$ cat src/design/asfbc_pkg.sv
// Shared types and constants of the Alamouti SFBC pilot encoder.
package asfbc_pkg;

    // Q1.14 scaling by sqrt(2) on pilot pairs
    localparam int SQRT2_Q14   = 23170;
    localparam int SQRT2_W     = 16;
    localparam int SQRT2_FRAC  = 14;

    localparam int MAX_PILOTS  = 16;
    localparam int MAX_SYMBOL  = 4096;

    localparam int SYM_LEN_W    = 13;
    localparam int PILOT_CNT_W  = 5;
    localparam int PILOT_WORD_W = 48;
    localparam int PILOT_FLD_W  = 12;
    localparam int PILOTS_PER_W = 4;
    localparam int PILOT_WORDS  = 4;
    localparam int POS_W        = 11;
    localparam int PIDX_W       = 5;
    localparam int PAIRS_W      = 12;
    localparam int CFG_ADDR_W   = 3;

    typedef enum logic [CFG_ADDR_W-1:0] {
        REG_SYMBOL_LENGTH = 3'd0,
        REG_PILOT_COUNT   = 3'd1,
        REG_PILOT_WORD_0  = 3'd2,
        REG_PILOT_WORD_1  = 3'd3,
        REG_PILOT_WORD_2  = 3'd4,
        REG_PILOT_WORD_3  = 3'd5
    } cfg_reg_t;

    // Per-pair decision handed from the sequencer to the data path
    typedef struct packed {
        logic is_pilot;
        logic last;
    } pair_info_t;

endpackage

$ cat src/design/asfbc_ctrl.sv
// Configuration registers, pair/pilot counters and pilot-pair detection.
module asfbc_ctrl (
    input  logic                                    aclk,
    input  logic                                    aresetn,
    input  logic                                    cfg_wr_en,
    input  logic [asfbc_pkg::CFG_ADDR_W-1:0]        cfg_addr,
    input  logic [asfbc_pkg::PILOT_WORD_W-1:0]      cfg_wr_data,
    input  logic                                    advance,
    output asfbc_pkg::pair_info_t                   info
);

    logic [asfbc_pkg::SYM_LEN_W-1:0]   sym_len_reg;
    logic [asfbc_pkg::PILOT_CNT_W-1:0] pilot_cnt_reg;
    logic [asfbc_pkg::PILOT_WORDS-1:0][asfbc_pkg::PILOTS_PER_W-1:0]
          [asfbc_pkg::PILOT_FLD_W-1:0] pilot_reg;

    logic [asfbc_pkg::POS_W-1:0]  pos_reg,  pos_next;
    logic [asfbc_pkg::PIDX_W-1:0] pidx_reg, pidx_next;

    logic [asfbc_pkg::SYM_LEN_W-1:0]   len_clamp;
    logic [asfbc_pkg::PAIRS_W-1:0]     pairs;
    logic [asfbc_pkg::PILOT_CNT_W-1:0] pc_clamp;
    logic [asfbc_pkg::PILOT_FLD_W-1:0] entry;
    logic                              pilot_hit;
    logic                              last_pair;

    always_ff @(posedge aclk) begin
        if (!aresetn) begin
            sym_len_reg   <= asfbc_pkg::SYM_LEN_W'(64);
            pilot_cnt_reg <= '0;
            pilot_reg     <= '0;
        end else if (cfg_wr_en) begin
            case (asfbc_pkg::cfg_reg_t'(cfg_addr))
                asfbc_pkg::REG_SYMBOL_LENGTH: begin
                    sym_len_reg <= cfg_wr_data[asfbc_pkg::SYM_LEN_W-1:0];
                end
                asfbc_pkg::REG_PILOT_COUNT: begin
                    pilot_cnt_reg <= cfg_wr_data[asfbc_pkg::PILOT_CNT_W-1:0];
                end
                asfbc_pkg::REG_PILOT_WORD_0: begin
                    pilot_reg[0] <= cfg_wr_data;
                end
                asfbc_pkg::REG_PILOT_WORD_1: begin
                    pilot_reg[1] <= cfg_wr_data;
                end
                asfbc_pkg::REG_PILOT_WORD_2: begin
                    pilot_reg[2] <= cfg_wr_data;
                end
                asfbc_pkg::REG_PILOT_WORD_3: begin
                    pilot_reg[3] <= cfg_wr_data;
                end
                default: begin
                end
            endcase
        end
    end

    always_comb begin
        // clamp the symbol length, then count pairs (never fewer than one)
        len_clamp = (sym_len_reg > asfbc_pkg::SYM_LEN_W'(asfbc_pkg::MAX_SYMBOL))
                  ? asfbc_pkg::SYM_LEN_W'(asfbc_pkg::MAX_SYMBOL) : sym_len_reg;
        pairs = len_clamp[asfbc_pkg::SYM_LEN_W-1:1];
        if (pairs == '0) begin
            pairs = asfbc_pkg::PAIRS_W'(1);
        end
        pc_clamp = (pilot_cnt_reg > asfbc_pkg::PILOT_CNT_W'(asfbc_pkg::MAX_PILOTS))
                 ? asfbc_pkg::PILOT_CNT_W'(asfbc_pkg::MAX_PILOTS) : pilot_cnt_reg;

        entry     = pilot_reg[pidx_reg[3:2]][pidx_reg[1:0]];
        pilot_hit = (pidx_reg < pc_clamp) && (entry == {pos_reg, 1'b0});
        last_pair = (asfbc_pkg::PAIRS_W'(pos_reg) + asfbc_pkg::PAIRS_W'(1)) >= pairs;

        if (last_pair) begin
            pos_next  = '0;
            pidx_next = '0;
        end else begin
            pos_next  = pos_reg + asfbc_pkg::POS_W'(1);
            pidx_next = pidx_reg + asfbc_pkg::PIDX_W'(pilot_hit);
        end

        info.is_pilot = pilot_hit;
        info.last     = last_pair;
    end

    always_ff @(posedge aclk) begin
        if (!aresetn) begin
            pos_reg  <= '0;
            pidx_reg <= '0;
        end else if (advance) begin
            pos_reg  <= pos_next;
            pidx_reg <= pidx_next;
        end
    end

    a_last_clears: assert property (@(posedge aclk) disable iff (!aresetn)
        advance && info.last |=> pos_reg == '0 && pidx_reg == '0)
        else $error("counters not cleared after last pair of symbol");

    a_pidx_bound: assert property (@(posedge aclk) disable iff (!aresetn)
        pidx_reg <= asfbc_pkg::PIDX_W'(asfbc_pkg::MAX_PILOTS))
        else $error("pilot index ran past the pilot list");

endmodule

$ cat src/design/asfbc_mapper.sv
// Alamouti pair mapping: negation, conjugation, sqrt2 pilot scaling, saturation.
module asfbc_mapper #(
    parameter int SAMPLE_WIDTH = 16
) (
    input  logic signed [SAMPLE_WIDTH-1:0] even_re,
    input  logic signed [SAMPLE_WIDTH-1:0] even_im,
    input  logic signed [SAMPLE_WIDTH-1:0] odd_re,
    input  logic signed [SAMPLE_WIDTH-1:0] odd_im,
    input  logic                           is_pilot,
    output logic signed [SAMPLE_WIDTH-1:0] ant0_even_re,
    output logic signed [SAMPLE_WIDTH-1:0] ant0_even_im,
    output logic signed [SAMPLE_WIDTH-1:0] ant0_odd_re,
    output logic signed [SAMPLE_WIDTH-1:0] ant0_odd_im,
    output logic signed [SAMPLE_WIDTH-1:0] ant1_even_re,
    output logic signed [SAMPLE_WIDTH-1:0] ant1_even_im,
    output logic signed [SAMPLE_WIDTH-1:0] ant1_odd_re,
    output logic signed [SAMPLE_WIDTH-1:0] ant1_odd_im
);

    localparam int EW   = SAMPLE_WIDTH + 1;
    localparam int PW   = EW + asfbc_pkg::SQRT2_W;
    localparam logic signed [PW-1:0] K   = PW'(asfbc_pkg::SQRT2_Q14);
    localparam logic signed [PW-1:0] RND = PW'(1 << (asfbc_pkg::SQRT2_FRAC - 1));
    localparam logic signed [SAMPLE_WIDTH-1:0] S_MAX = {1'b0, {(SAMPLE_WIDTH-1){1'b1}}};
    localparam logic signed [SAMPLE_WIDTH-1:0] S_MIN = {1'b1, {(SAMPLE_WIDTH-1){1'b0}}};

    // clip an extended sample back to SAMPLE_WIDTH
    function automatic logic signed [SAMPLE_WIDTH-1:0] sat_ext(
        input logic signed [EW-1:0] v
    );
        if (v[EW-1] != v[EW-2]) begin
            return v[EW-1] ? S_MIN : S_MAX;
        end
        return v[SAMPLE_WIDTH-1:0];
    endfunction

    // multiply by sqrt2, round half up, clip
    function automatic logic signed [SAMPLE_WIDTH-1:0] sat_scl(
        input logic signed [EW-1:0] v
    );
        logic signed [PW-1:0] p;
        logic signed [PW-1:0] s;
        p = PW'(v) * K;
        s = (p + RND) >>> asfbc_pkg::SQRT2_FRAC;
        if (s[PW-1:SAMPLE_WIDTH-1] != {(PW-SAMPLE_WIDTH+1){s[PW-1]}}) begin
            return s[PW-1] ? S_MIN : S_MAX;
        end
        return s[SAMPLE_WIDTH-1:0];
    endfunction

    logic signed [EW-1:0] r0, i0, r1, i1, nr1, ni0;

    always_comb begin
        r0  = EW'(even_re);
        i0  = EW'(even_im);
        r1  = EW'(odd_re);
        i1  = EW'(odd_im);
        nr1 = -r1;
        ni0 = -i0;

        if (is_pilot) begin
            ant0_even_re = sat_scl(r0);
            ant0_even_im = sat_scl(i0);
            ant0_odd_re  = sat_scl(nr1);
            ant0_odd_im  = sat_scl(i1);
            ant1_even_re = '0;
            ant1_even_im = '0;
            ant1_odd_re  = '0;
            ant1_odd_im  = '0;
        end else begin
            ant0_even_re = sat_ext(r0);
            ant0_even_im = sat_ext(i0);
            ant0_odd_re  = sat_ext(nr1);
            ant0_odd_im  = sat_ext(i1);
            ant1_even_re = sat_ext(r1);
            ant1_even_im = sat_ext(i1);
            ant1_odd_re  = sat_ext(r0);
            ant1_odd_im  = sat_ext(ni0);
        end
    end

endmodule

$ cat src/design/alamouti_sfbc_pilot_encoder_top.sv
// Top level of the two-antenna Alamouti SFBC encoder with pilot pairs.
// A pair goes through the input register, then through the mapping and sqrt2 multipliers
//   into the output register.
// Throughput: one pair per cycle; s_axis_tready drops only while both registers
//   hold a pair and m_axis_tready is low.
// Reset (aresetn low, synchronous): pipeline empty, counters zero, symbol_length 64, rest 0.
module alamouti_sfbc_pilot_encoder_top #(
    parameter int SAMPLE_WIDTH = 16
) (
    input  logic                                aclk,
    input  logic                                aresetn,

    input  logic                                cfg_wr_en,
    input  logic [asfbc_pkg::CFG_ADDR_W-1:0]    cfg_addr,
    input  logic [asfbc_pkg::PILOT_WORD_W-1:0]  cfg_wr_data,

    input  logic                                s_axis_tvalid,
    output logic                                s_axis_tready,
    // even_re, even_im, odd_re, odd_im (lowest first), zero pad to bytes
    input  logic [((4*SAMPLE_WIDTH+7)/8)*8-1:0] s_axis_tdata,

    output logic                                m_axis_tvalid,
    input  logic                                m_axis_tready,
    // ant0_even_re, ant0_even_im, ant0_odd_re, ant0_odd_im,
    // ant1_even_re, ant1_even_im, ant1_odd_re, ant1_odd_im (lowest first)
    output logic [8*SAMPLE_WIDTH-1:0]           m_axis_tdata,
    // is_pilot
    output logic                                m_axis_tuser,
    // last_of_symbol
    output logic                                m_axis_tlast
);

    localparam int SW = SAMPLE_WIDTH;

    // Input stage: samples plus the pilot/last decision taken at acceptance
    logic                  s1_valid_reg;
    logic signed [SW-1:0]  s1_even_re_reg, s1_even_im_reg;
    logic signed [SW-1:0]  s1_odd_re_reg,  s1_odd_im_reg;
    asfbc_pkg::pair_info_t s1_info_reg;

    // Output stage
    logic                  m_valid_reg;
    logic [8*SW-1:0]       m_data_reg;
    asfbc_pkg::pair_info_t m_info_reg;

    asfbc_pkg::pair_info_t pair_info;
    logic                  out_rdy;
    logic                  s_accept;
    logic signed [SW-1:0]  a0_er, a0_ei, a0_or, a0_oi, a1_er, a1_ei, a1_or, a1_oi;

    // Output register frees when empty or being taken; input stage moves on then
    assign out_rdy       = !m_valid_reg || m_axis_tready;
    assign s_axis_tready = !s1_valid_reg || out_rdy;
    assign s_accept      = s_axis_tvalid && s_axis_tready;

    // Counters advance once per accepted transaction
    asfbc_ctrl u_ctrl (
        .aclk        (aclk),
        .aresetn     (aresetn),
        .cfg_wr_en   (cfg_wr_en),
        .cfg_addr    (cfg_addr),
        .cfg_wr_data (cfg_wr_data),
        .advance     (s_accept),
        .info        (pair_info)
    );

    always_ff @(posedge aclk) begin
        if (!aresetn) begin
            s1_valid_reg <= 1'b0;
        end else if (s_axis_tready) begin
            s1_valid_reg <= s_axis_tvalid;
        end
    end

    // Payload needs no reset; load only on a transaction
    always_ff @(posedge aclk) begin
        if (s_accept) begin
            s1_even_re_reg <= s_axis_tdata[0*SW +: SW];
            s1_even_im_reg <= s_axis_tdata[1*SW +: SW];
            s1_odd_re_reg  <= s_axis_tdata[2*SW +: SW];
            s1_odd_im_reg  <= s_axis_tdata[3*SW +: SW];
            s1_info_reg    <= pair_info;
        end
    end

    asfbc_mapper #(
        .SAMPLE_WIDTH (SW)
    ) u_mapper (
        .even_re      (s1_even_re_reg),
        .even_im      (s1_even_im_reg),
        .odd_re       (s1_odd_re_reg),
        .odd_im       (s1_odd_im_reg),
        .is_pilot     (s1_info_reg.is_pilot),
        .ant0_even_re (a0_er),
        .ant0_even_im (a0_ei),
        .ant0_odd_re  (a0_or),
        .ant0_odd_im  (a0_oi),
        .ant1_even_re (a1_er),
        .ant1_even_im (a1_ei),
        .ant1_odd_re  (a1_or),
        .ant1_odd_im  (a1_oi)
    );

    always_ff @(posedge aclk) begin
        if (!aresetn) begin
            m_valid_reg <= 1'b0;
        end else if (out_rdy) begin
            m_valid_reg <= s1_valid_reg;
        end
    end

    // Hold the result until taken; advance the input stage into it otherwise
    always_ff @(posedge aclk) begin
        if (out_rdy && s1_valid_reg) begin
            m_data_reg <= {a1_oi, a1_or, a1_ei, a1_er, a0_oi, a0_or, a0_ei, a0_er};
            m_info_reg <= s1_info_reg;
        end
    end

    assign m_axis_tvalid = m_valid_reg;
    assign m_axis_tdata  = m_data_reg;
    assign m_axis_tuser  = m_info_reg.is_pilot;
    assign m_axis_tlast  = m_info_reg.last;

    a_pilot_ant1_zero: assert property (@(posedge aclk) disable iff (!aresetn)
        m_valid_reg && m_info_reg.is_pilot |-> m_data_reg[8*SW-1:4*SW] == '0)
        else $error("antenna 1 not silent on a pilot pair");

    a_s1_hold: assert property (@(posedge aclk) disable iff (!aresetn)
        s1_valid_reg && !out_rdy |=> s1_valid_reg && $stable(s1_even_re_reg)
            && $stable(s1_odd_im_reg) && $stable(s1_info_reg))
        else $error("input stage lost a transaction while the output stalled");

    a_out_fill: assert property (@(posedge aclk) disable iff (!aresetn)
        s1_valid_reg && out_rdy |=> m_valid_reg)
        else $error("input stage advanced without filling the output register");

endmodule

$ cat config.mk
export PLATFORM = sky130hd
export DESIGN_NAME = alamouti_sfbc_pilot_encoder_top
export DESIGN_NICKNAME = d
export VERILOG_FILES = /design/src/design/asfbc_pkg.sv /design/src/design/asfbc_ctrl.sv /design/src/design/asfbc_mapper.sv /design/src/design/alamouti_sfbc_pilot_encoder_top.sv
export SDC_FILE = /design/constraint.sdc
export NUM_CORES = 2
export LEC_CHECK = 0
export ABC_CLOCK_PERIOD_IN_PS = 23900
export BUFFER_PORTS_ARGS = -buffer_cell sky130_fd_sc_hd__buf_2
export CELL_PAD_IN_SITES_DETAIL_PLACEMENT = 0
export CELL_PAD_IN_SITES_GLOBAL_PLACEMENT = 2
export CORE_ASPECT_RATIO = 0.7
export CORE_MARGIN = 4
export CORE_UTILIZATION = 44
export CTS_CLUSTER_DIAMETER = 60
export DETAILED_ROUTE_END_ITERATION = 8
export PLACE_DENSITY = 0.86
export SLEW_MARGIN = 20
export SYNTH_ARGS = -nofsm -noshare
export SYNTH_HDL_FRONTEND = slang
export SYNTH_SLANG_ARGS = --single-unit
export TNS_END_PERCENT = 5
$ cat constraint.sdc
create_clock -name aclk -period 23.9 [get_ports aclk]
set_input_delay 3.585 -clock aclk [delete_from_list [all_inputs] [get_ports aclk]]
set_output_delay 3.585 -clock aclk [all_outputs]
set_load 0.02 [all_outputs]
==> metrics.md <==
| Metric | Value |
|---|---|
| Iteration-0 DRC Markers | `2,010` |
| Rows | `87` |
| Synth Area in XOR/XNOR | `0.0456` |
| Post-CTS Setup Bufs | `0` |
| Post-detailed-placement cell area | `38,600 um2` |
| Clock tree from TritonCTS | `done` |
| Clock latency on the worst-skew pair | `0.64 ns` |
| Global routing usage summed across all routing layers | `0.224` |
| Count of nets left with antenna violations after detail routing | `0` |
| Leakage dissipation | `17.7 nW` |
| Actual transition at the worst max-transition pin | `1.10 ns` |
| Vias post-DR | `26,700` |
| Worst Setup End Kind | `register` |
| Post-layout instance area | `40,300 um2` |
| Number of storage elements in the synthesis netlist | `423` |
| Proportion of total power due to net switching | `0.506` |
| Result of the run | `complete, no violations` |
| Die area | `87,300 um2` |
| Post-Syn Area per Cell | `9.89 um2` |
| Synth Warn # | `0` |
| Count of nets after finishing | `4,714` |
| Pin count of the biggest net entering global routing | `131` |
| Final weighted congestion in routability-driven placement | `0.867` |
| Detailed-placement wirelength estimate | `73,400 um` |
| Die Y-Extent | `248 um` |
| Number of H-tree levels | `2` |
| Via-to-Cell Ratio | `5.39` |
| # Max-Cap Violations | `0` |
| Top_reg_cell synth | `dfxtp_1` |
| Unique cell type count in the Yosys netlist | `99` |
| Required time worst endpoint | `24.19 ns` |
| Relative contribution of the clock network to total power | `0.129` |
| Die width | `351 um` |
| Net switching component of the power | `0.00304 W` |
| Summed instance area of the synthesized netlist | `36,300 um2` |
| Drt pass-1 iters | `5` |
| Top fanout value on the critical path | `14` |
| Synthesized-area fraction occupied by adder cells | `0.306` |
| Simple-gate share of the synthesized area | `0.133` |
| Async SR Flop Fraction | `0` |
| Total count of hold-check failures in the final report | `0` |
| Final core utilization | `0.496` |
| Power per standard cell area | `149 nW/um2` |
| Kind of critical path | `register to register` |
| Min Clock Period, post-route | `9.82 ns` |
| Buffer type at the clock tree root | `clkbuf_16` |
| Final worst path period share | `0.411` |
| Syn-to-layout area delta | `10.9%` |
| Internal | `0.00296 W` |
| Final slew viol count | `0` |
| Seq/Total Area, Yosys | `0.287` |
| Logic pwr share | `0.727` |
| Skew final | `0.0375 ns` |
| Final wirelength | `99,000 um` |
| Kind of path behind the tightest hold check | `register to register` |
| Final setup violation count | `0` |
| Post-synthesis instance total | `3,673` |
| Total core area | `81,200 um2` |
| Most common cell after layout, fill and taps aside | `nand2_1` |
| Share of layout cells above drive strength 1 | `0.121` |
| Sink count of the clock tree | `423` |
| GRT Residual Overflow | `0` |
| Count of input and output buffers | `251` |
| Portion of total power attributed to sequential cells | `0.144` |
| Startpoint class of the critical path | `register` |
| Flip-flop count of the largest register after layout | `192` |
| Main combinational cell family by area after synthesis | `adder cells` |
| CTS Buf Count | `46` |
| Mux share of post-synthesis cell area | `0.0418` |
| VDD IR max | `0.000103 V` |
| Total DRC errors in the routed layout | `0` |
| Max Freq | `102 MHz` |
| Setup TNS | `0 ns` |
| Vias in the first global route | `25,700` |
| Slew headroom | `0.269` |
| Compound-gate portion of the synthesized area | `0.127` |
| Ports | `252` |
| Number of flops mapped to enable cells by yosys | `196` |
| Final-layout fill cell count | `7,650` |
| Post-cts gate resize count | `0` |
| RSZ-0062 raised after global routing | `false` |
| Synth Net Count | `4,537` |
| Number of buffers on the longest clock path | `3` |
| Clock-pin transition on the worst setup and hold timing paths | `0.06 ns` |
| First-pass GRT wire length | `154,000 um` |
| Top library cells by usage in the layout, fill and taps aside | `540 x nand2_1, 506 x ha_1, 423 x inv_1, 250 x buf_2, 238 x fa_1` |
| WL/cell | `20.0 um` |
| Initial Util | `0.447` |
| Worst EP arrival | `10.11 ns` |
| Hold-fix buffers at CTS | `0` |
| Number of antenna violations at the first check in global routing | `12` |
-- cells in the mapped netlist (all sizes together) (10+ instances only) --
library cell / count / area, um2
mux4: 60 / 1350
nand3: 53 / 270
a21oi: 70 / 350
o21ai: 66 / 334
nor2: 157 / 589
nor4: 15 / 130
nand4: 35 / 219
o221ai: 15 / 131
or3: 14 / 87.6
a21o: 62 / 465
buf: 21 / 100
nor2b: 49 / 307
o21bai: 10 / 75.1
o31ai: 10 / 80.1
fa: 238 / 4760
a21boi: 216 / 1620
a211oi: 24 / 180
dfxtp: 227 / 4540
xnor2: 113 / 990
nor3: 51 / 272
a221oi: 23 / 226
nand2b: 12 / 75.1
and3: 31 / 196
a311oi: 10 / 111
ha: 506 / 6330
a31oi: 23 / 165
clkbuf: 126 / 473
xor2: 76 / 666
inv: 423 / 1590
o21a: 12 / 91.3
and2: 29 / 184
and4: 12 / 106
nand2: 542 / 2030
edfxtp: 196 / 5890
-- metal layers --
| layer | vias up | GRT usage | share of wire |
|---|---|---|---|
| met1 | 13000 | 0.360 | 0.52 |
| met3 | 84 | 0.0359 | 0.056 |
| met2 | 583 | 0.317 | 0.41 |
| met4 | 8 | 0.0359 | 0.012 |
| met5 | - | 0 | 0.00056 |
| li1 | 13000 | - | - |
-- critical path, stage by stage, from the launching register on --
cell,delay (ns)
edfxtp_1,0.46
or4_1,0.60
nor3_1,0.33
nand4_1,0.33
xor2_1,0.59
ha_1,0.34
inv_1,0.08
fa_1,0.41
inv_1,0.08
fa_1,0.43
fa_1,0.52
fa_1,0.49
ha_1,0.30
ha_1,0.47
nand2_1,0.15
o21ai_0,0.40
mux2_2,0.39
a211o_1,0.26
nor3_1,0.55
nand3_1,0.36
nor4_4,0.48
a31oi_2,0.16
nor3_4,0.27
xnor2_1,0.13
nor3_2,0.76
a221oi_1,0.16
-- worst paths after layout --
check / slack, ns / startpoint / depth (start not counted) / endpoint
setup / recovery: 14.08 / s1_odd_re_reg[8]$_DFFE_PP_ / 25 / m_axis_tdata[41]$_DFFE_PP_
hold / removal: 0.43 / s1_info_reg[0]$_DFFE_PP_ / 0 / m_axis_tlast$_DFFE_PP_
setup reg to reg: 14.08 / s1_odd_re_reg[8]$_DFFE_PP_ / 25 / m_axis_tdata[41]$_DFFE_PP_
hold reg to reg: 0.43 / s1_info_reg[0]$_DFFE_PP_ / 0 / m_axis_tlast$_DFFE_PP_
-- power by group through the flow --
stage          combinational [W]  clock (W)  sequential, W
2_1_floorplan            0.00320          0       0.000910
3_3_place_gp             0.00429          0       0.000882
3_5_place_dp             0.00427          0       0.000882
4_1_cts                  0.00430   0.000795       0.000867
5_1_grt                  0.00483   0.000825       0.000871
6_report                 0.00436   0.000775       0.000866
-- cells by family (layout without fill, tap and decap cells) --
| logic type | after synthesis | count (layout) |
|---|---|---|
| AO/OA/AOI/OAI | 627 | 627 |
| XOR/XNOR | 189 | 189 |
| adder cells (fa/ha/maj) | 745 | 745 |
| buffers and inverters | 572 | 784 |
| flip-flops | 423 | 423 |
| multiplexers | 76 | 76 |
| other | 0 | 6 |
| AND/OR/NAND/NOR | 1041 | 1041 |
-- through the flow --
step | total power, W | setup slack (ns) | std cells | hold WS, ns
global route | 0.00652 | 13.22 | 4956 | 0.447
detailed placement | 0.00515 | 14.12 | 4870 | 0.412
floorplan | 0.00411 | 13.85 | 3673 | 0.400
global placement | 0.00517 | 14.34 | 4870 | 0.405
CTS | 0.00597 | 14.14 | 4953 | 0.426
finish | 0.00600 | 14.08 | 4959 | 0.426
-- area by class of cell --
cell class	instances	area (um2)	share of cell area
multi-input cells	2678	23800	0.591
flip-flops and latches	423	10400	0.259
inverters	425	1600	0.0397
repair buffers	276	1460	0.0362
well taps	1068	1340	0.0332
clock buffers	60	1250	0.0311
clock inverters	23	373	0.00926
diodes	6	15.0	0.000373
No activity file was read; power rests on OpenSTA's default activity.
